[src/hw/rtl/pcb_pkg.sv]
// ----------------------------------------------------------------------------
// Palette cycle blender package
// Types, constants, color ROM and configuration mapping functions.
// ----------------------------------------------------------------------------
`default_nettype none

package pcb_pkg;

   localparam int unsigned ROM_DEPTH    = 12;
   localparam int unsigned POS_W        = 4;
   localparam int unsigned LEVEL_W      = 7;
   localparam int unsigned INTERVAL_W   = 10;
   localparam int unsigned WEIGHT_W     = 8;
   localparam int unsigned COLOR_W      = 24;
   localparam int unsigned TIME_W       = 32;
   localparam int unsigned CSR_ADDR_W   = 3;
   localparam int unsigned CSR_DATA_W   = 32;

   localparam logic [POS_W-1:0]   POS_LAST    = 4'(ROM_DEPTH - 1);
   localparam logic [LEVEL_W-1:0] LEVEL_MIN   = 7'd1;
   localparam logic [LEVEL_W-1:0] LEVEL_MAX   = 7'd100;
   localparam logic [LEVEL_W-1:0] LEVEL_RESET = 7'd50;
   localparam logic [INTERVAL_W-1:0] INTERVAL_MAX = 10'd1000;

   // Reciprocal products: 950/99 and 255/99 scaled by 2^23,
   // 128/255 and 127/255 scaled by 2^24
   localparam logic [26:0] INTERVAL_MUL = 27'd80497300;
   localparam logic [24:0] WEIGHT_MUL   = 25'd21607170;
   localparam logic [23:0] Q128_MUL     = 24'd8421632;
   localparam logic [23:0] Q127_MUL     = 24'd8355838;

   // Register word index (paddr[2])
   typedef enum logic {
      CSR_SPEED     = 1'b0,
      CSR_INTENSITY = 1'b1
   } csr_index_type;

   // Values derived from configuration, consumed by the datapath
   typedef struct packed {
      logic [INTERVAL_W-1:0] interval;
      logic [WEIGHT_W-1:0]   weight;
   } cfg_type;

   // Limit a level register to 1..100
   function automatic logic [LEVEL_W-1:0] clamp_level(input logic [LEVEL_W-1:0] v);
      logic [LEVEL_W-1:0] r;
      r = v;
      if (v < LEVEL_MIN) begin
         r = LEVEL_MIN;
      end else if (v > LEVEL_MAX) begin
         r = LEVEL_MAX;
      end
      return r;
   endfunction

   // 1000 - floor((speed-1)*950/99)
   function automatic logic [INTERVAL_W-1:0] interval_of(input logic [LEVEL_W-1:0] v);
      logic [LEVEL_W-1:0] x;
      logic [33:0]        prod;
      x    = clamp_level(v) - LEVEL_MIN;
      prod = 34'(x) * 34'(INTERVAL_MUL);
      return INTERVAL_MAX - prod[32:23];
   endfunction

   // floor((intensity-1)*255/99)
   function automatic logic [WEIGHT_W-1:0] weight_of(input logic [LEVEL_W-1:0] v);
      logic [LEVEL_W-1:0] x;
      logic [31:0]        prod;
      x    = clamp_level(v) - LEVEL_MIN;
      prod = 32'(x) * 32'(WEIGHT_MUL);
      return prod[30:23];
   endfunction

   // Twelve-entry color ROM; unused codes read black
   function automatic logic [COLOR_W-1:0] rom_color(input logic [POS_W-1:0] idx);
      logic [COLOR_W-1:0] c;
      case (idx)
         4'd0:    c = 24'hFF0000;
         4'd1:    c = 24'hFF8000;
         4'd2:    c = 24'hFFFF00;
         4'd3:    c = 24'h80FF00;
         4'd4:    c = 24'h00FF00;
         4'd5:    c = 24'h00FF80;
         4'd6:    c = 24'h00FFFF;
         4'd7:    c = 24'h0080FF;
         4'd8:    c = 24'h0000FF;
         4'd9:    c = 24'h8000FF;
         4'd10:   c = 24'hFF00FF;
         4'd11:   c = 24'hFF0080;
         default: c = '0;
      endcase
      return c;
   endfunction

   // Step to the following ROM entry, wrapping after the last
   function automatic logic [POS_W-1:0] pos_step(input logic [POS_W-1:0] p);
      return (p >= POS_LAST) ? '0 : p + 4'd1;
   endfunction

endpackage

`default_nettype wire

[src/hw/rtl/pcb_if.sv]
// ----------------------------------------------------------------------------
// Palette cycle blender channels
// Valid/ready interfaces for the timestamp and color channels.
// ----------------------------------------------------------------------------
`default_nettype none

interface pcb_req_if
   import pcb_pkg::*;
();
   logic              valid;
   logic              ready;
   logic [TIME_W-1:0] now_ms;

   modport source (output valid, output now_ms, input ready);
   modport sink   (input valid, input now_ms, output ready);
endinterface

interface pcb_rsp_if
   import pcb_pkg::*;
();
   logic               valid;
   logic               ready;
   logic               updated;
   logic [COLOR_W-1:0] color_rgb;

   modport source (output valid, output updated, output color_rgb, input ready);
   modport sink   (input valid, input updated, input color_rgb, output ready);
endinterface

`default_nettype wire

[src/hw/rtl/pcb_csr.sv]
// ----------------------------------------------------------------------------
// Palette cycle blender registers
// APB register file for speed and intensity; keeps interval and weight
// derived at write time so the datapath sees them the next cycle.
// ----------------------------------------------------------------------------
`default_nettype none

module pcb_csr
   import pcb_pkg::*;
(
   input  wire logic                  clock,
   input  wire logic                  reset,
   input  wire logic                  psel,
   input  wire logic                  penable,
   input  wire logic                  pwrite,
   input  wire logic [CSR_ADDR_W-1:0] paddr,
   input  wire logic [CSR_DATA_W-1:0] pwdata,
   output logic      [CSR_DATA_W-1:0] prdata,
   output logic                       pready,
   output cfg_type                    cfg
);

   logic [LEVEL_W-1:0] speed_ff, speed_in;
   logic [LEVEL_W-1:0] intensity_ff, intensity_in;
   cfg_type            cfg_ff, cfg_in;
   logic               wr_en;
   csr_index_type      word_idx;

   assign pready   = 1'b1;
   assign wr_en    = psel && penable && pwrite;
   assign word_idx = csr_index_type'(paddr[2]);

   // Decode writes and refresh the derived values
   always_comb begin
      speed_in     = speed_ff;
      intensity_in = intensity_ff;
      cfg_in       = cfg_ff;
      if (wr_en) begin
         case (word_idx)
            CSR_SPEED: begin
               speed_in        = pwdata[LEVEL_W-1:0];
               cfg_in.interval = interval_of(pwdata[LEVEL_W-1:0]);
            end
            CSR_INTENSITY: begin
               intensity_in  = pwdata[LEVEL_W-1:0];
               cfg_in.weight = weight_of(pwdata[LEVEL_W-1:0]);
            end
            default: begin
               speed_in = speed_ff;
            end
         endcase
      end
   end

   always_ff @(posedge clock) begin
      if (reset) begin
         speed_ff        <= LEVEL_RESET;
         intensity_ff    <= LEVEL_RESET;
         cfg_ff.interval <= interval_of(LEVEL_RESET);
         cfg_ff.weight   <= weight_of(LEVEL_RESET);
      end else begin
         speed_ff     <= speed_in;
         intensity_ff <= intensity_in;
         cfg_ff       <= cfg_in;
      end
   end

   // Read back the raw register values
   always_comb begin
      case (word_idx)
         CSR_SPEED:     prdata = CSR_DATA_W'(speed_ff);
         CSR_INTENSITY: prdata = CSR_DATA_W'(intensity_ff);
         default:       prdata = '0;
      endcase
   end

   assign cfg = cfg_ff;

endmodule

`default_nettype wire

[src/hw/rtl/pcb_blend.sv]
// ----------------------------------------------------------------------------
// Palette cycle blender color mixer
// Looks up a ROM entry and its successor and blends toward the successor.
// ----------------------------------------------------------------------------
`default_nettype none

module pcb_blend
   import pcb_pkg::*;
(
   input  wire logic [POS_W-1:0]    pos,
   input  wire logic [WEIGHT_W-1:0] weight,
   output logic      [COLOR_W-1:0]  color
);

   logic [COLOR_W-1:0]  c_from;
   logic [COLOR_W-1:0]  c_to;
   logic [31:0]         prod128;
   logic [31:0]         prod127;
   logic [WEIGHT_W-1:0] q128;
   logic [WEIGHT_W-1:0] q127;

   // ROM channels only hold 0x00, 0x80 and 0xFF, so a channel moves by
   // 127, 128 or 255 steps: precompute floor(d*w/255) for each distance
   assign prod128 = 32'(weight) * 32'(Q128_MUL);
   assign prod127 = 32'(weight) * 32'(Q127_MUL);
   assign q128    = prod128[31:24];
   assign q127    = prod127[31:24];

   assign c_from = rom_color(pos);
   assign c_to   = rom_color(pos_step(pos));

   // Move one channel toward its target, truncating toward zero
   function automatic logic [7:0] mix(input logic [7:0] a, input logic [7:0] b,
                                      input logic [7:0] w,
                                      input logic [7:0] s127,
                                      input logic [7:0] s128);
      logic [7:0] gap;
      logic [7:0] step;
      gap = (b > a) ? b - a : a - b;
      case (gap)
         8'd127:  step = s127;
         8'd128:  step = s128;
         8'd255:  step = w;
         default: step = '0;
      endcase
      return (b > a) ? a + step : a - step;
   endfunction

   assign color[23:16] = mix(c_from[23:16], c_to[23:16], weight, q127, q128);
   assign color[15:8]  = mix(c_from[15:8],  c_to[15:8],  weight, q127, q128);
   assign color[7:0]   = mix(c_from[7:0],   c_to[7:0],   weight, q127, q128);

endmodule

`default_nettype wire

[src/hw/rtl/pcb_pipe.sv]
// ----------------------------------------------------------------------------
// Palette cycle blender pipeline
// Input register, interval check with state update, and result register.
// ----------------------------------------------------------------------------
`default_nettype none

module pcb_pipe
   import pcb_pkg::*;
(
   input  wire logic               clock,
   input  wire logic               reset,
   input  wire cfg_type            cfg,
   input  wire logic               in_valid,
   output logic                    in_ready,
   input  wire logic [TIME_W-1:0]  in_now,
   output logic                    out_valid,
   input  wire logic               out_ready,
   output logic                    out_updated,
   output logic      [COLOR_W-1:0] out_color
);

   logic               a_valid_ff, a_valid_in;
   logic [TIME_W-1:0]  a_now_ff, a_now_in;
   logic [TIME_W-1:0]  last_ff, last_in;
   logic [POS_W-1:0]   pos_ff, pos_in;
   logic               out_valid_ff, out_valid_in;
   logic               out_updated_ff, out_updated_in;
   logic [COLOR_W-1:0] out_color_ff, out_color_in;

   logic               advance;
   logic               move;
   logic               hit;
   logic [TIME_W-1:0]  elapsed;
   logic [POS_W-1:0]   pos_next;
   logic [COLOR_W-1:0] blend_color;

   // The result register drains when empty or taken
   assign advance  = !out_valid_ff || out_ready;
   assign in_ready = !a_valid_ff || advance;
   assign move     = a_valid_ff && advance;

   // Compare wrapped elapsed time with the interval
   assign elapsed  = a_now_ff - last_ff;
   assign hit      = elapsed >= TIME_W'(cfg.interval);
   assign pos_next = pos_step(pos_ff);

   pcb_blend u_blend (
      .pos    (pos_next),
      .weight (cfg.weight),
      .color  (blend_color)
   );

   // Next values for input stage, state and result stage
   always_comb begin
      a_valid_in     = a_valid_ff;
      a_now_in       = a_now_ff;
      last_in        = last_ff;
      pos_in         = pos_ff;
      out_valid_in   = out_valid_ff;
      out_updated_in = out_updated_ff;
      out_color_in   = out_color_ff;
      if (in_ready) begin
         a_valid_in = in_valid;
         a_now_in   = in_now;
      end
      if (advance) begin
         out_valid_in = a_valid_ff;
      end
      if (move) begin
         out_updated_in = hit;
         out_color_in   = hit ? blend_color : '0;
         if (hit) begin
            last_in = a_now_ff;
            pos_in  = pos_next;
         end
      end
   end

   always_ff @(posedge clock) begin
      if (reset) begin
         a_valid_ff   <= 1'b0;
         out_valid_ff <= 1'b0;
         last_ff      <= '0;
         pos_ff       <= '0;
      end else begin
         a_valid_ff   <= a_valid_in;
         out_valid_ff <= out_valid_in;
         last_ff      <= last_in;
         pos_ff       <= pos_in;
      end
   end

   // Payload holds no reset
   always_ff @(posedge clock) begin
      a_now_ff       <= a_now_in;
      out_updated_ff <= out_updated_in;
      out_color_ff   <= out_color_in;
   end

   assign out_valid   = out_valid_ff;
   assign out_updated = out_updated_ff;
   assign out_color   = out_color_ff;

endmodule

`default_nettype wire

[src/hw/rtl/palette_cycle_blender_core.sv]
// ----------------------------------------------------------------------------
// Palette cycle blender core
// Steps a twelve-color palette once per elapsed interval and reports the
// new entry blended toward the one after it.
// ----------------------------------------------------------------------------
//  channel | dir | handshake            | payload
//  --------+-----+----------------------+--------------------------------
//  req_ch  | in  | valid / ready        | now_ms[31:0]
//  rsp_ch  | out | valid / ready        | updated, color_rgb[23:0]
//  csr_*   | in  | APB psel/penable     | speed (0x0), intensity (0x4)
//
//  One timestamp per cycle unless the result side stalls; a timestamp goes
//  to the input register, then the result register: a two-entry pipeline,
//  so a word is taken while a result waits if the input register is empty.
//  The stored last-update time and palette position are updated as an item
//  enters the result register, so the following item sees them at once.
//  Synchronous active-high reset empties the pipeline and clears the state;
//  registers return to speed 50, intensity 50.
// ----------------------------------------------------------------------------
`default_nettype none

module palette_cycle_blender_core
   import pcb_pkg::*;
(
   input  wire logic                  clock,
   input  wire logic                  reset,
   pcb_req_if.sink                    req_ch,
   pcb_rsp_if.source                  rsp_ch,
   input  wire logic                  csr_psel,
   input  wire logic                  csr_penable,
   input  wire logic                  csr_pwrite,
   input  wire logic [CSR_ADDR_W-1:0] csr_paddr,
   input  wire logic [CSR_DATA_W-1:0] csr_pwdata,
   output logic      [CSR_DATA_W-1:0] csr_prdata,
   output logic                       csr_pready
);

   cfg_type            cfg;
   logic               req_valid;
   logic               req_ready;
   logic [TIME_W-1:0]  req_now_ms;
   logic               rsp_valid;
   logic               rsp_ready;
   logic               rsp_updated;
   logic [COLOR_W-1:0] rsp_color_rgb;

   // Flatten the channels
   assign req_valid        = req_ch.valid;
   assign req_now_ms       = req_ch.now_ms;
   assign req_ch.ready     = req_ready;
   assign rsp_ready        = rsp_ch.ready;
   assign rsp_ch.valid     = rsp_valid;
   assign rsp_ch.updated   = rsp_updated;
   assign rsp_ch.color_rgb = rsp_color_rgb;

   pcb_csr u_csr (
      .clock   (clock),
      .reset   (reset),
      .psel    (csr_psel),
      .penable (csr_penable),
      .pwrite  (csr_pwrite),
      .paddr   (csr_paddr),
      .pwdata  (csr_pwdata),
      .prdata  (csr_prdata),
      .pready  (csr_pready),
      .cfg     (cfg)
   );

   pcb_pipe u_pipe (
      .clock       (clock),
      .reset       (reset),
      .cfg         (cfg),
      .in_valid    (req_valid),
      .in_ready    (req_ready),
      .in_now      (req_now_ms),
      .out_valid   (rsp_valid),
      .out_ready   (rsp_ready),
      .out_updated (rsp_updated),
      .out_color   (rsp_color_rgb)
   );

endmodule

`default_nettype wire

[src/flat_wrapper.sv]
// flat-port wrapper written by rule: the top's interface ports become plain ports
module palette_cycle_blender_core_flat import pcb_pkg::*;
  (clock, reset, csr_psel, csr_penable, csr_pwrite, csr_paddr, csr_pwdata, csr_prdata, csr_pready, req_ch_valid, req_ch_now_ms, req_ch_ready, rsp_ch_valid, rsp_ch_updated, rsp_ch_color_rgb, rsp_ch_ready);
  pcb_req_if req_ch_i ();
  pcb_rsp_if rsp_ch_i ();
  input  wire logic clock;
  input  wire logic reset;
  input  wire logic csr_psel;
  input  wire logic csr_penable;
  input  wire logic csr_pwrite;
  input  wire logic [CSR_ADDR_W-1:0] csr_paddr;
  input  wire logic [CSR_DATA_W-1:0] csr_pwdata;
  output logic      [CSR_DATA_W-1:0] csr_prdata;
  output logic csr_pready;
  input wire logic [$bits(req_ch_i.valid)-1:0] req_ch_valid;
  input wire logic [$bits(req_ch_i.now_ms)-1:0] req_ch_now_ms;
  output wire logic [$bits(req_ch_i.ready)-1:0] req_ch_ready;
  output wire logic [$bits(rsp_ch_i.valid)-1:0] rsp_ch_valid;
  output wire logic [$bits(rsp_ch_i.updated)-1:0] rsp_ch_updated;
  output wire logic [$bits(rsp_ch_i.color_rgb)-1:0] rsp_ch_color_rgb;
  input wire logic [$bits(rsp_ch_i.ready)-1:0] rsp_ch_ready;
  assign req_ch_i.valid = req_ch_valid;
  assign req_ch_i.now_ms = req_ch_now_ms;
  assign req_ch_ready = req_ch_i.ready;
  assign rsp_ch_valid = rsp_ch_i.valid;
  assign rsp_ch_updated = rsp_ch_i.updated;
  assign rsp_ch_color_rgb = rsp_ch_i.color_rgb;
  assign rsp_ch_i.ready = rsp_ch_ready;
  palette_cycle_blender_core u_core (.clock(clock), .reset(reset), .req_ch(req_ch_i), .rsp_ch(rsp_ch_i), .csr_psel(csr_psel), .csr_penable(csr_penable), .csr_pwrite(csr_pwrite), .csr_paddr(csr_paddr), .csr_pwdata(csr_pwdata), .csr_prdata(csr_prdata), .csr_pready(csr_pready));
endmodule
[config.mk]
export PLATFORM = sky130hd
export DESIGN_NAME = palette_cycle_blender_core_flat
export DESIGN_NICKNAME = d
export VERILOG_FILES = /design/src/hw/rtl/pcb_pkg.sv /design/src/hw/rtl/pcb_if.sv /design/src/hw/rtl/pcb_csr.sv /design/src/hw/rtl/pcb_blend.sv /design/src/hw/rtl/pcb_pipe.sv /design/src/hw/rtl/palette_cycle_blender_core.sv /design/src/flat_wrapper.sv
export SDC_FILE = /design/constraint.sdc
export NUM_CORES = 1
export LEC_CHECK = 0
export BUFFER_PORTS_ARGS = -buffer_cell sky130_fd_sc_hd__buf_4
export CAP_MARGIN = 10
export CORE_MARGIN = 2
export CORE_UTILIZATION = 40
export DETAILED_ROUTE_END_ITERATION = 10
export PLACE_DENSITY = 0.7
export SYNTH_ARGS = -nofsm -noshare
export SYNTH_HDL_FRONTEND = slang
export SYNTH_SLANG_ARGS = --single-unit
[constraint.sdc]
create_clock -name clock -period 7.6 [get_ports clock]
set_input_delay 1.14 -clock clock [delete_from_list [all_inputs] [get_ports clock]]
set_output_delay 1.14 -clock clock [all_outputs]
set_load 0.05 [all_outputs]
# == Word-level counts from Yosys, hierarchy flattened ==
# Memories as Yosys holds them, arrays and structs flattened.
# Cells that the tools add are included.
# word_totals
mem_bits_rw,0
wordCells,81
mem_bits_ro,768
reg_bits,127
latch_bits,0
memories,2
inputBits,74
output_inout_bits,60
# memory_table
memory,words,word_bits,rd,rd_clocked_by_memory_dff,write_ports,line_no,rtl
(no name shown),16,24,1,0,0,pcb_pkg.sv:77,case (idx)
(no name shown),16,24,1,0,0,pcb_pkg.sv:77,
# op_classes
n_addsub,18
bitwise_logic,1
n_reduce_logical,10
muxes,18
shifts,0
multipliers,4
order_cmp,8
eq_ne,9
div_mod_pow,0
# ops
cell,count
$pmux W8 S3,3
$sub A8 B8 Y8,9
$pmux W32 S2,1
$eq A8 B8 Y1 const B,6
$mux W8,6
$mux W7,6
$ge A32 B10 Y1,1
$sub A32 B32 Y32,1
$mul A7 B25 Y31 const B,1
$mul A7 B24 Y30 const B,1
$mul A8 B22 Y30 const B,1
$add A8 B8 Y8,3
$eq A8 B7 Y1 const B,3
$gt A8 B8 Y1,3
$mul A8 B16 Y24 const B,1
$sub A7 B1 Y7 const B,2
$sub A10 B10 Y10 const A,1
$add A4 B1 Y4 const B,2
$ge A4 B4 Y1 const B,2
$mux W4,2
$gt A7 B7 Y1 const B,1
$lt A7 B1 Y1 const B,1
$reduce_and A2 Y1,3
$logic_and A1 B1 Y1,3
other kinds (3),5

# == Longest topological paths before layout ==
# Gate-level depths: netlist of the first run.
# An unclocked memory read counts as a cell.
# logic_depth
word_depth,11
ltp_mapped,36
depth_no_buf,35

# == Cells and area by module ==
# Synthesis of the first run repeated with hierarchy kept, for this count alone.
# unflattened
hier_cells,1834
area_unflattened_um2,16135.5
# modules_own_cells
mod,instances,area_per_inst_um2,seq_area_each_um2,cells_each
pcb_pipe,1,5829.3,2472.4,595
pcb_blend,1,5172.5,0.0,652
pcb_csr,1,5133.7,640.6,587

# == Worst setup path before layout of the first run ==
# OpenSTA, ideal clock, no wires.
# synth_path
path_kind,input to register
start,input csr_pwdata[5]
end,"register u_core.u_csr.cfg_ff, in the netlist u_core.u_csr.cfg[17]"
setup_time_ps,131
path_slack_ps,159
arrival_time_ps,7311
cell_stages,26
t_required_ps,7469
n_path_buf,1
path_cell_list,clkbuf_1 o311ai_1 a22o_1 inv_2 ha_1 nand2_1 o21ai_0 nand2_1 xnor2_1 xnor2_1 ha_1 inv_1 fa_1 inv_1 ha_1 nand4_1 nor4bb_1 nand4_1 a21oi_1 o31a_1 xor2_1 o21ai_0 a221oi_1 mux2i_1 mux2i_1 a31oi_1
# synth_between
elab_chain_len,8
word_cells_on_any_way,9
classes_between,add/sub (2); mul (1); order compare (2); mux (4)
# synth_rtl
item,line_no,rtl
start: declaration,flat_wrapper.sv:12,input wire logic [CSR_DATA_W-1:0] csr_pwdata;
$gt A7 B7 Y1,pcb_pkg.sv:50,end else if (v > LEVEL_MAX) begin
$mux W7,pcb_pkg.sv:50,
$mux W7 *,pcb_pkg.sv:48,if (v < LEVEL_MIN) begin
$mux W7 *,pcb_csr.sv:39,case (word_idx)
$mux W7 *,pcb_csr.sv:38,if (wr_en) begin
$sub A7 B1 Y7 *,pcb_pkg.sv:60,x = clamp_level(v) - LEVEL_MIN;
$mul A7 B25 Y31 *,pcb_pkg.sv:61,prod = 34'(x) * 34'(INTERVAL_MUL);
$sub A10 B10 Y10 *,pcb_pkg.sv:62,return INTERVAL_MAX - prod[32:23];
end signal: assignment,pcb_csr.sv:64,cfg_ff <= cfg_in;
end: declaration,pcb_csr.sv:25,"cfg_type cfg_ff, cfg_in;"
# Every way passes the cells marked *; elsewhere a longest branch is shown, timed or not. The select of a mux whose other input is x is not followed.
# A chain may end at the register's enable or synchronous reset.

# == Worst setup path in the final report of the first run ==
# layout_path
start,register u_core.u_csr.cfg[3] (netlist name)
end,"register u_core.u_pipe.out_color_ff[7] (netlist: u_core.u_pipe.out_color[7]), data pin"
# layout_between
elab_chain_len,4
word_cells_on_any_way,6
classes_between,add/sub (2); mul (2); mux (2)
# layout_rtl
item,line_no,rtl
$mul A8 B22 Y30 or $mul A8 B16 Y24 (tied branches),"pcb_blend.sv:25, pcb_blend.sv:24",
$pmux W8 S3 *,pcb_blend.sv:40,case (gap)
$sub A8 B8 Y8 or $add A8 B8 Y8 (tied branches),pcb_blend.sv:46,return (b > a) ? a + step : a - step;
$mux W8 *,pcb_blend.sv:46,
end signal: assignment,pcb_pipe.sv:97,out_color_ff <= out_color_in;
end: declaration,pcb_pipe.sv:28,"logic [COLOR_W-1:0] out_color_ff, out_color_in;"
# Every way passes the cells marked *; elsewhere a longest branch is shown, timed or not.

==> results of run 1 <==
-- worst paths after layout --
path,from,end,slack (ns),cells after the start
max,u_core.u_csr.cfg[3],u_core.u_pipe.out_color[7],0.31,32
min,u_core.u_csr.intensity_ff[6],u_core.u_csr.intensity_ff[6],0.45,2
max reg2reg,u_core.u_csr.cfg[3],u_core.u_pipe.out_color[7],0.31,32
min reg2reg,u_core.u_csr.intensity_ff[6],u_core.u_csr.intensity_ff[6],0.45,2
-- flip-flops by register name, indices dropped and copies added, names as in the netlist --
name	cells
u_core.u_csr.speed_ff	7
u_core.u_pipe.pos_ff	4
u_core.u_csr.intensity_ff	7
u_core.u_pipe.a_now_ff	32
u_core.u_csr.cfg	18
u_core.u_pipe.out_color	24
u_core.u_pipe.last_ff	32
u_core.u_pipe.out_valid	1
u_core.u_pipe.out_updated	1
u_core.u_pipe.a_valid_ff	1
-- report_power, final --
group / internal [uW] / leakage [uW] / switching (uW) / total [uW]
clock: 516 / 0.000289 / 325 / 841
sequential: 867 / 0.00114 / 30.2 / 897
combinational: 1820 / 0.00662 / 2440 / 4250
-- layout make-up --
type	instances	area share [%]
clock inverter	13	0.9408
sequential	127	17.88
tap	518	3.720
clock buffer	19	2.485
multi-input combinational	1320	64.66
timing repair buffer	123	5.322
inverter	232	4.999
-- repair_timing --
item                       in CTS  in global routing
hold endpoints to repair        0                  0
buffers inserted                0                  1
setup endpoints to repair       0                  5
resized for setup               0                 31
-- metal layers --
layer	up-vias	routed length [um]	global-route usage (%)
met3	40	1441	2.741
met1	6089	17610	24.91
met2	239	18110	31.46
li1	6331	-	-
met5	-	0	0
met4	0	512	5.095
-- synth_stat cells, types with 10 or more instances --
cell type  count
a21oi_1      105
nand3_1       34
o21a_1        11
o31ai_2       30
or3_1         10
o21ai_0       60
and3_1        17
dfxtp_1       70
o2111ai_1     33
nand2_1      114
fa_1          79
nand4_1       11
ha_1         251
xnor2_1       58
a31oi_1       19
nor2_1        84
clkbuf_1      32
mux2i_1       26
edfxtp_1      57
a211oi_1      17
xor2_1        33
inv_1        230
buf_4         29
nand2b_1      13
nor2b_1       26
a22oi_1       13
a21o_1        59
o21bai_1      10
nor3_1        28
o211ai_1      12
-- worst register-to-register path: cells and delay by family, from the launching register on --
| kind | cells | cell delay [ns] |
|---|---|---|
| adder cells (fa/ha/maj) | 7 | 2.81 |
| multiplexers | 1 | 0.21 |
| XOR/XNOR | 1 | 0.20 |
| AO/OA/AOI/OAI | 13 | 2.13 |
| flip-flops | 1 | 0.33 |
| AND/OR/NAND/NOR | 4 | 0.83 |
| buffers and inverters | 6 | 0.62 |
-- kinds of logic (layout without fill, tap and decap cells) --
kind of cell,count (synthesis),count (layout)
buf+inv,320,387
flops,127,127
simple gates,386,386
mux,35,35
compound gates,452,452
other cells,2,26
fa+ha+maj,330,330
xor+xnor,91,91
-- stage by stage --
step | area [um^2] | total power (uW) | hold slack, ns | setup slack (ns) | utilization (%)
2_1_floorplan | 15760 | 4082 | 0.4319 | 0.1586 | -
3_3_place_gp | 16730 | 4879 | 0.4411 | 0.1335 | 43.28
3_5_place_dp | 16730 | 5008 | 0.4469 | 0.06307 | 43.28
4_1_cts | 17320 | 5901 | 0.4556 | 0.01979 | 44.82
5_1_grt | 17420 | 6582 | 0.4768 | -0.1236 | 45.08
6_report | 17420 | 5991 | 0.4537 | 0.3101 | 45.08
==> impl_metrics.env, run 1 <==
export IMPL_num_vias=12700
export IMPL_critical_path_buf_inv_count=6
export IMPL_gp_congestion=0.8991
export IMPL_synth_xor_area_share_pct=5.085
export IMPL_yosysSeqAreaShare_pct=19.86
export IMPL_dp_hpwl_um=29830
export IMPL_cts_buffers=17
export IMPL_path_clk_slew_ns=0.06
export IMPL_period_minus_slack_ns=7.290
export IMPL_cts_tree="yes"
export IMPL_num_nets_final=2225
export IMPL_gr_total_overflow=0
export IMPL_hold_viol_final=0
export IMPL_start_util_pct=40.55
export IMPL_synthMuxAreaShare_pct=2.307
export IMPL_clk_latency_ns=0.44
export IMPL_crit_top_cell="a21o_1"
export IMPL_die_area_mm2=0.04078
export IMPL_final_cell_mix="ha_1 (250), inv_1 (228), buf_4 (122)"
export IMPL_drive_gt1_share_pct=13.03
export IMPL_critical_path_class="reg2reg"
export IMPL_path_delay_family="adder cells"
export IMPL_clock_skew_ns=0.008508
export IMPL_dp_cells=2319
export IMPL_synth_top_cell_area_share_pct=20.04
export IMPL_slew_viol_final=0
export IMPL_clockRootBuffer="clkbuf_16"
export IMPL_grt_start_max_net_pins=58
export IMPL_max_stage_delay_ns=0.53
export IMPL_routed_wl_um=37670
export IMPL_multiInputGateArea_mm2=0.01126
export IMPL_synthArstFlopShare_pct=0
export IMPL_grt_pass1_vias=12550
export IMPL_syn_cell_area_mm2=0.01567
export IMPL_io_pins=134
export IMPL_netlist_instances=1743
export IMPL_placementRows=72
export IMPL_cap_violations=0
export IMPL_clk_path_buf_depth=2
export IMPL_ys_warn_count=0
export IMPL_cp_data_required_time_ns=7.86
export IMPL_synth_edf_count=57
export IMPL_port_buffers=80
export IMPL_drc=0
export IMPL_synth_avg_cell_area_um2=8.992
export IMPL_synth_adder_area_share_pct=30.13
export IMPL_core_area_mm2=0.03865
export IMPL_max_freq_mhz=137.2
export IMPL_synth_top_family_by_area="adder cells"
export IMPL_grt_usage_pct=18.66
export IMPL_end_kind="flop"
export IMPL_avgViaCountPerCell=5.399
export IMPL_ys_ff_latch=127
export IMPL_area_delta_synth_final_pct=11.16
export IMPL_synth_cell_types=90
export IMPL_yosys_area_share_simple_pct=12.22
export IMPL_first_pass_iters=7
export IMPL_grt_pass1_wl_um=62310
export IMPL_p_per_area_mw_per_mm2=343.9
export IMPL_critPathLaunchType="flop"
export IMPL_critPathArrivalTime_ns=7.55
export IMPL_ctsHoldBuffers=0
export IMPL_die_h_um=201.9
export IMPL_hp_class="reg2reg"
export IMPL_fin_cells=2352
export IMPL_setup_viol=0
export IMPL_crit_fanout=6
export IMPL_ys_flop_type="dfxtp_1"
export IMPL_worstMarginPinSlew_ns=1.118
export IMPL_post_route_period_util_pct=95.92
export IMPL_cts_sinks=127
export IMPL_yosysTopAreaCell="ha_1"
export IMPL_leakage_uw=0.008045
export IMPL_regArea_mm2=0.003114
export IMPL_yosys_top_cells_area="ha_1 (20%), edfxtp_1 (11%), fa_1 (10%)"
export IMPL_peakVddDrop_mv=0.1845
export IMPL_cts_max_level=4
export IMPL_relSlewSlack_pct=25.22
export IMPL_wl_per_cell_um=16.02
export IMPL_mostFrequentLayoutCell="ha_1"
export IMPL_synth_compound_area_share_pct=20.81
export IMPL_grt_antenna_before_repair=0
export IMPL_nFillCells=3713
export IMPL_setup_tns_ns=0
export IMPL_dieWidth_um=201.9
export IMPL_diodes=0
export IMPL_antenna_left=0
export IMPL_crit_slowest_cell="fa_1"
export IMPL_grt_setup_unrepaired="yes"
export IMPL_status="completed"
export IMPL_drt_iter0_markers=815
(Power assumes the default switching activity.)
==> run 2: changes to the inputs <==
--- a/config.mk
+++ b/config.mk
@@ -8,9 +8,9 @@
 export BUFFER_PORTS_ARGS = -buffer_cell sky130_fd_sc_hd__buf_4
 export CAP_MARGIN = 10
 export CORE_MARGIN = 2
-export CORE_UTILIZATION = 40
+export CORE_UTILIZATION = 35
 export DETAILED_ROUTE_END_ITERATION = 10
-export PLACE_DENSITY = 0.7
+export PLACE_DENSITY = 0.64
 export SYNTH_ARGS = -nofsm -noshare
 export SYNTH_HDL_FRONTEND = slang
 export SYNTH_SLANG_ARGS = --single-unit
==> impl_metrics.env, run 2 (same netlist as run 1, synthesis figures left out) <==
export IMPL_grt_antenna_before_repair=0
export IMPL_cts_sinks=127
export IMPL_worstMarginPinSlew_ns=0.9773
export IMPL_cts_buffers=17
export IMPL_clock_skew_ns=0.01338
export IMPL_first_pass_iters=5
export IMPL_hp_class="reg2reg"
export IMPL_max_freq_mhz=137.8
export IMPL_num_nets_final=2232
export IMPL_placementRows=77
export IMPL_p_per_area_mw_per_mm2=343.1
export IMPL_p_clk_share_pct=14.2
export IMPL_final_cell_mix="ha_1 (250), inv_1 (229), buf_4 (130)"
export IMPL_cts_tree="yes"
export IMPL_grt_pass1_wl_um=62510
export IMPL_relSlewSlack_pct=34.65
export IMPL_p_comb_share_pct=70.9
export IMPL_wl_per_cell_um=15.52
export IMPL_stdcell_area_mm2=0.01757
export IMPL_clk_path_buf_depth=2
export IMPL_hold_viol_final=0
export IMPL_grt_pass1_vias=12440
export IMPL_drt_iter0_markers=814
export IMPL_grt_usage_pct=16.31
export IMPL_dieWidth_um=215.6
export IMPL_mostFrequentLayoutCell="ha_1"
export IMPL_status="completed"
export IMPL_p_switching_uw=2799
export IMPL_die_area_mm2=0.04649
export IMPL_cp_data_required_time_ns=7.86
export IMPL_area_delta_synth_final_pct=12.10
export IMPL_clk_latency_ns=0.44
export IMPL_crit_fanout=6
export IMPL_io_pins=134
export IMPL_path_delay_family="adder cells"
export IMPL_post_route_period_util_pct=95.49
export IMPL_critPathLaunchType="flop"
export IMPL_num_vias=12600
export IMPL_avgViaCountPerCell=5.180
export IMPL_end_kind="flop"
export IMPL_gp_congestion=0.8855
export IMPL_critical_path_class="reg2reg"
export IMPL_critPathArrivalTime_ns=7.52
export IMPL_antenna_left=0
export IMPL_pre_cts_slack_ns=0.1190
export IMPL_crit_top_cell="a21o_1"
export IMPL_crit_slowest_cell="fa_1"
export IMPL_fin_cells=2433
export IMPL_setup_viol=0
export IMPL_p_int_uw=3229
export IMPL_critical_path_buf_inv_count=5
export IMPL_grt_start_max_net_pins=58
export IMPL_max_stage_delay_ns=0.54
export IMPL_leakage_uw=0.008091
export IMPL_switching_share_pct=46.43
export IMPL_routed_wl_um=37760
export IMPL_start_util_pct=35.44
export IMPL_peakVddDrop_mv=0.2731
export IMPL_postPlaceCellArea_mm2=0.01686
export IMPL_fin_ws_ns=0.3431
export IMPL_port_buffers=80
export IMPL_dp_cells=2398
export IMPL_die_h_um=215.6
export IMPL_cts_max_level=4
export IMPL_diodes=0
export IMPL_drc=0
export IMPL_clockRootBuffer="clkbuf_16"
export IMPL_cap_violations=0
export IMPL_period_minus_slack_ns=7.257
export IMPL_ctsHoldBuffers=0
export IMPL_path_clk_slew_ns=0.06
export IMPL_seqPwrFrac_pct=14.9
export IMPL_drive_gt1_share_pct=13.20
export IMPL_gr_total_overflow=0
export IMPL_dp_hpwl_um=30160
export IMPL_core_area_mm2=0.04422
export IMPL_slew_viol_final=0
[run 2: final timing paths]
kind | start | to | slack (ns) | cells past startpoint
worst max-delay path | u_core.u_csr.cfg[3] | u_core.u_pipe.out_color[15] | 0.34 | 29
worst min-delay path | u_core.u_csr.cfg[10] | u_core.u_csr.cfg[10] | 0.45 | 2
worst max register to register | u_core.u_csr.cfg[3] | u_core.u_pipe.out_color[15] | 0.34 | 29
worst min register to register | u_core.u_csr.cfg[10] | u_core.u_csr.cfg[10] | 0.45 | 2
[run 2: per-stage QoR]
step                util [%]    TNS (ns)  power, uW  hold slack (ns)
global route           39.73  -0.0004547       6643           0.4731
global placement       38.12           0       4922           0.4396
floorplan                  -           0       4082           0.4319
finish                 39.73           0       6027           0.4538
CTS                    39.49           0       5939           0.4548
detailed placement     38.12           0       5037           0.4465
[run 2: final cells by class]
type	instances	area [um^2]
Clock buffer	19	454.2
Multi-Input combinational cell	1320	11260
Tap cell	592	740.7
Timing Repair Buffer	130	975.9
Fill cell	4368	26650
Sequential cell	127	3114
Clock inverter	13	151.4
Inverter	232	870.8
[run 2: metal layers]
layer  share of wire, %  routed length [um]  global-route usage [%]  vias up
met1                 47               17680                   21.64     6013
li1                   -                   -                       -     6334
met5                  0                   0                       0        -
met2                 48               18280                   28.06      227
met4                1.1                 402                   3.632        0
met3                3.7                1395                   2.283       30
[run 2: power groups by stage]
stage | Sequential [uW] | Combinational [uW] | Clock, uW
final | 897 | 4280 | 854
after global routing | 906 | 4830 | 903
after CTS | 899 | 4160 | 878
after detailed placement | 914 | 4120 | 0
after global placement | 913 | 4010 | 0
after floorplan | 1080 | 3000 | 0
[run 2: timing repair]
action,CTS,global route
buffers inserted,0,3
endpoints found under the setup margin,0,3
resized for setup,0,25
[run 2: worst register-to-register path: cells and delay by family, from the launching register on]
kind / cells / cell delay [ns]
AND/OR/NAND/NOR: 1 / 0.47
buffers and inverters: 5 / 0.53
flip-flops: 1 / 0.36
XOR/XNOR: 1 / 0.12
AO/OA/AOI/OAI: 13 / 2.43
multiplexers: 2 / 0.37
adder cells (fa/ha/maj): 7 / 2.81
==> run 3: changes to the inputs <==
--- a/config.mk
+++ b/config.mk
@@ -5,8 +5,9 @@
 export SDC_FILE = /design/constraint.sdc
 export NUM_CORES = 1
 export LEC_CHECK = 0
-export BUFFER_PORTS_ARGS = -buffer_cell sky130_fd_sc_hd__buf_4
-export CAP_MARGIN = 10
+export BUFFER_PORTS_ARGS = -buffer_cell sky130_fd_sc_hd__buf_2
+export CAP_MARGIN = 20
+export CORE_ASPECT_RATIO = 0.9
 export CORE_MARGIN = 2
 export CORE_UTILIZATION = 35
 export DETAILED_ROUTE_END_ITERATION = 10
==> impl_metrics.env, run 3 (same netlist as run 1, synthesis figures left out) <==
export IMPL_status="completed"
export IMPL_hold_viol_final=0
export IMPL_start_util_pct=35.45
export IMPL_drc=0
export IMPL_timing_hold_ws_ns=0.4527
export IMPL_path_clk_slew_ns=0.07
export IMPL_min_path_cells=2
export IMPL_placementRows=73
export IMPL_crit_fanout=6
export IMPL_cp_data_required_time_ns=7.78
export IMPL_dp_hpwl_um=30420
export IMPL_grt_start_max_net_pins=58
export IMPL_grtUsageMet3_pct=2.381
export IMPL_clock_skew_ns=0.009993
export IMPL_num_vias=12660
export IMPL_period_minus_slack_ns=7.260
export IMPL_crit_top_cell="a21o_1"
export IMPL_drt_iter0_markers=854
export IMPL_grt_pass1_vias=12670
export IMPL_nFillCells=4422
export IMPL_fin_cells=2438
export IMPL_peakVddDrop_mv=0.1846
export IMPL_cts_buffers=17
export IMPL_mostFrequentLayoutCell="ha_1"
export IMPL_rr_worst_depth=29
export IMPL_met1_usage_pct=23.17
export IMPL_post_route_period_util_pct=95.53
export IMPL_dp_cells=2402
export IMPL_worstMarginPinSlew_ns=1.020
export IMPL_num_nets_final=2228
export IMPL_first_pass_iters=7
export IMPL_max_stage_delay_ns=0.53
export IMPL_antenna_left=0
export IMPL_cts_tree="yes"
export IMPL_critical_path_class="reg2reg"
export IMPL_clockRootBuffer="clkbuf_16"
export IMPL_cap_violations=0
export IMPL_slew_viol_final=0
export IMPL_relSlewSlack_pct=31.73
export IMPL_cts_max_level=4
export IMPL_die_area_mm2=0.04649
export IMPL_setup_tns_ns=0
export IMPL_area_delta_synth_final_pct=10.60
export IMPL_grt_busiest_layer="met2"
export IMPL_io_pins=134
export IMPL_crit_slowest_cell="fa_1"
export IMPL_avgViaCountPerCell=5.192
export IMPL_max_freq_mhz=137.7
export IMPL_die_h_um=204.8
export IMPL_gp_congestion=0.8789
export IMPL_grt_antenna_before_repair=2
export IMPL_routed_wl_um=38680
export IMPL_final_cell_mix="ha_1 (250), inv_1 (229), nand2_1 (114)"
export IMPL_leakage_uw=0.007984
export IMPL_wl_per_cell_um=15.87
export IMPL_critPathArrivalTime_ns=7.44
export IMPL_dieWidth_um=227.1
export IMPL_clk_path_buf_depth=2
export IMPL_clk_latency_ns=0.44
export IMPL_gr_total_overflow=0
export IMPL_port_buffers=80
export IMPL_finalPower_uw=5966
export IMPL_critPathLaunchType="flop"
export IMPL_hp_class="reg2reg"
export IMPL_grt_pass1_wl_um=63420
export IMPL_drive_gt1_share_pct=13.17
export IMPL_core_area_mm2=0.04421
export IMPL_cts_sinks=127
export IMPL_grt_usage_pct=16.87
export IMPL_end_kind="flop"
export IMPL_p_per_area_mw_per_mm2=344.2
export IMPL_met2_usage_pct=27.99
export IMPL_setup_viol=0
## run 3: cell count changes in the layout (fill, tap and decap cells not counted), moves of 2 or more
cell / change
buf_4: -85
buf_2: +80
o21ai_1: +2
o21ai_2: -2
clkinv_4: +3
dfxtp_1: -2
dfxtp_2: +2
## run 3: worst max-delay path: cells and delay by family (launching register included)
| family | cells | cell delay, ns |
|---|---|---|
| adder cells (fa/ha/maj) | 7 | 2.77 |
| AO/OA/AOI/OAI | 13 | 2.40 |
| buffers and inverters | 5 | 0.54 |
| AND/OR/NAND/NOR | 1 | 0.45 |
| flip-flops | 1 | 0.36 |
| multiplexers | 2 | 0.26 |
| XOR/XNOR | 1 | 0.19 |
## run 3: through the flow
stage | utilization [%] | cell area (um^2) | setup WS [ns]
final | 39.21 | 17330 | 0.3395
after global routing | 39.21 | 17330 | -0.01847
after CTS | 38.96 | 17220 | 0.1216
after detailed placement | 37.63 | 16640 | 0.1107
after global placement | 37.63 | 16640 | 0.1999
after floorplan | - | 15760 | 0.1586
## run 3: layout make-up
type	instances	area, um^2	area share [%]
Tap cell	600	750.7	4.331
Clock buffer	18	429.2	2.476
Inverter	232	870.8	5.024
Clock inverter	14	158.9	0.9167
Multi-Input combinational cell	1320	11260	64.93
Sequential cell	127	3117	17.98
Antenna cell	1	2.502	0.01444
Timing Repair Buffer	126	749.5	4.324
## run 3: worst paths after layout
path | start | end | slack (ns)
setup reg to reg | u_core.u_csr.cfg[4] | u_core.u_pipe.out_color[15] | 0.34
hold reg to reg | u_core.u_csr.intensity_ff[2] | u_core.u_csr.intensity_ff[2] | 0.45
hold / removal | u_core.u_csr.intensity_ff[2] | u_core.u_csr.intensity_ff[2] | 0.45
setup / recovery | u_core.u_csr.cfg[4] | u_core.u_pipe.out_color[15] | 0.34
## run 3: repair_timing
item / in CTS / in global routing
setup endpoints to repair: 0 / 3
setup buffers: 0 / 3
resized for setup: 0 / 27
hold buffers: 0 / 0
## run 3: routing by layer
layer / vias up / share of wire (%)
met2: 299 / 46
met4: 0 / 1.4
met5: - / 0
met1: 5986 / 48
li1: 6330 / -
met3: 42 / 4.5
## run 3: report_power, final
group | internal [uW] | switching (uW)
clock network | 489 | 367
logic | 1790 | 2430
registers | 866 | 28.0
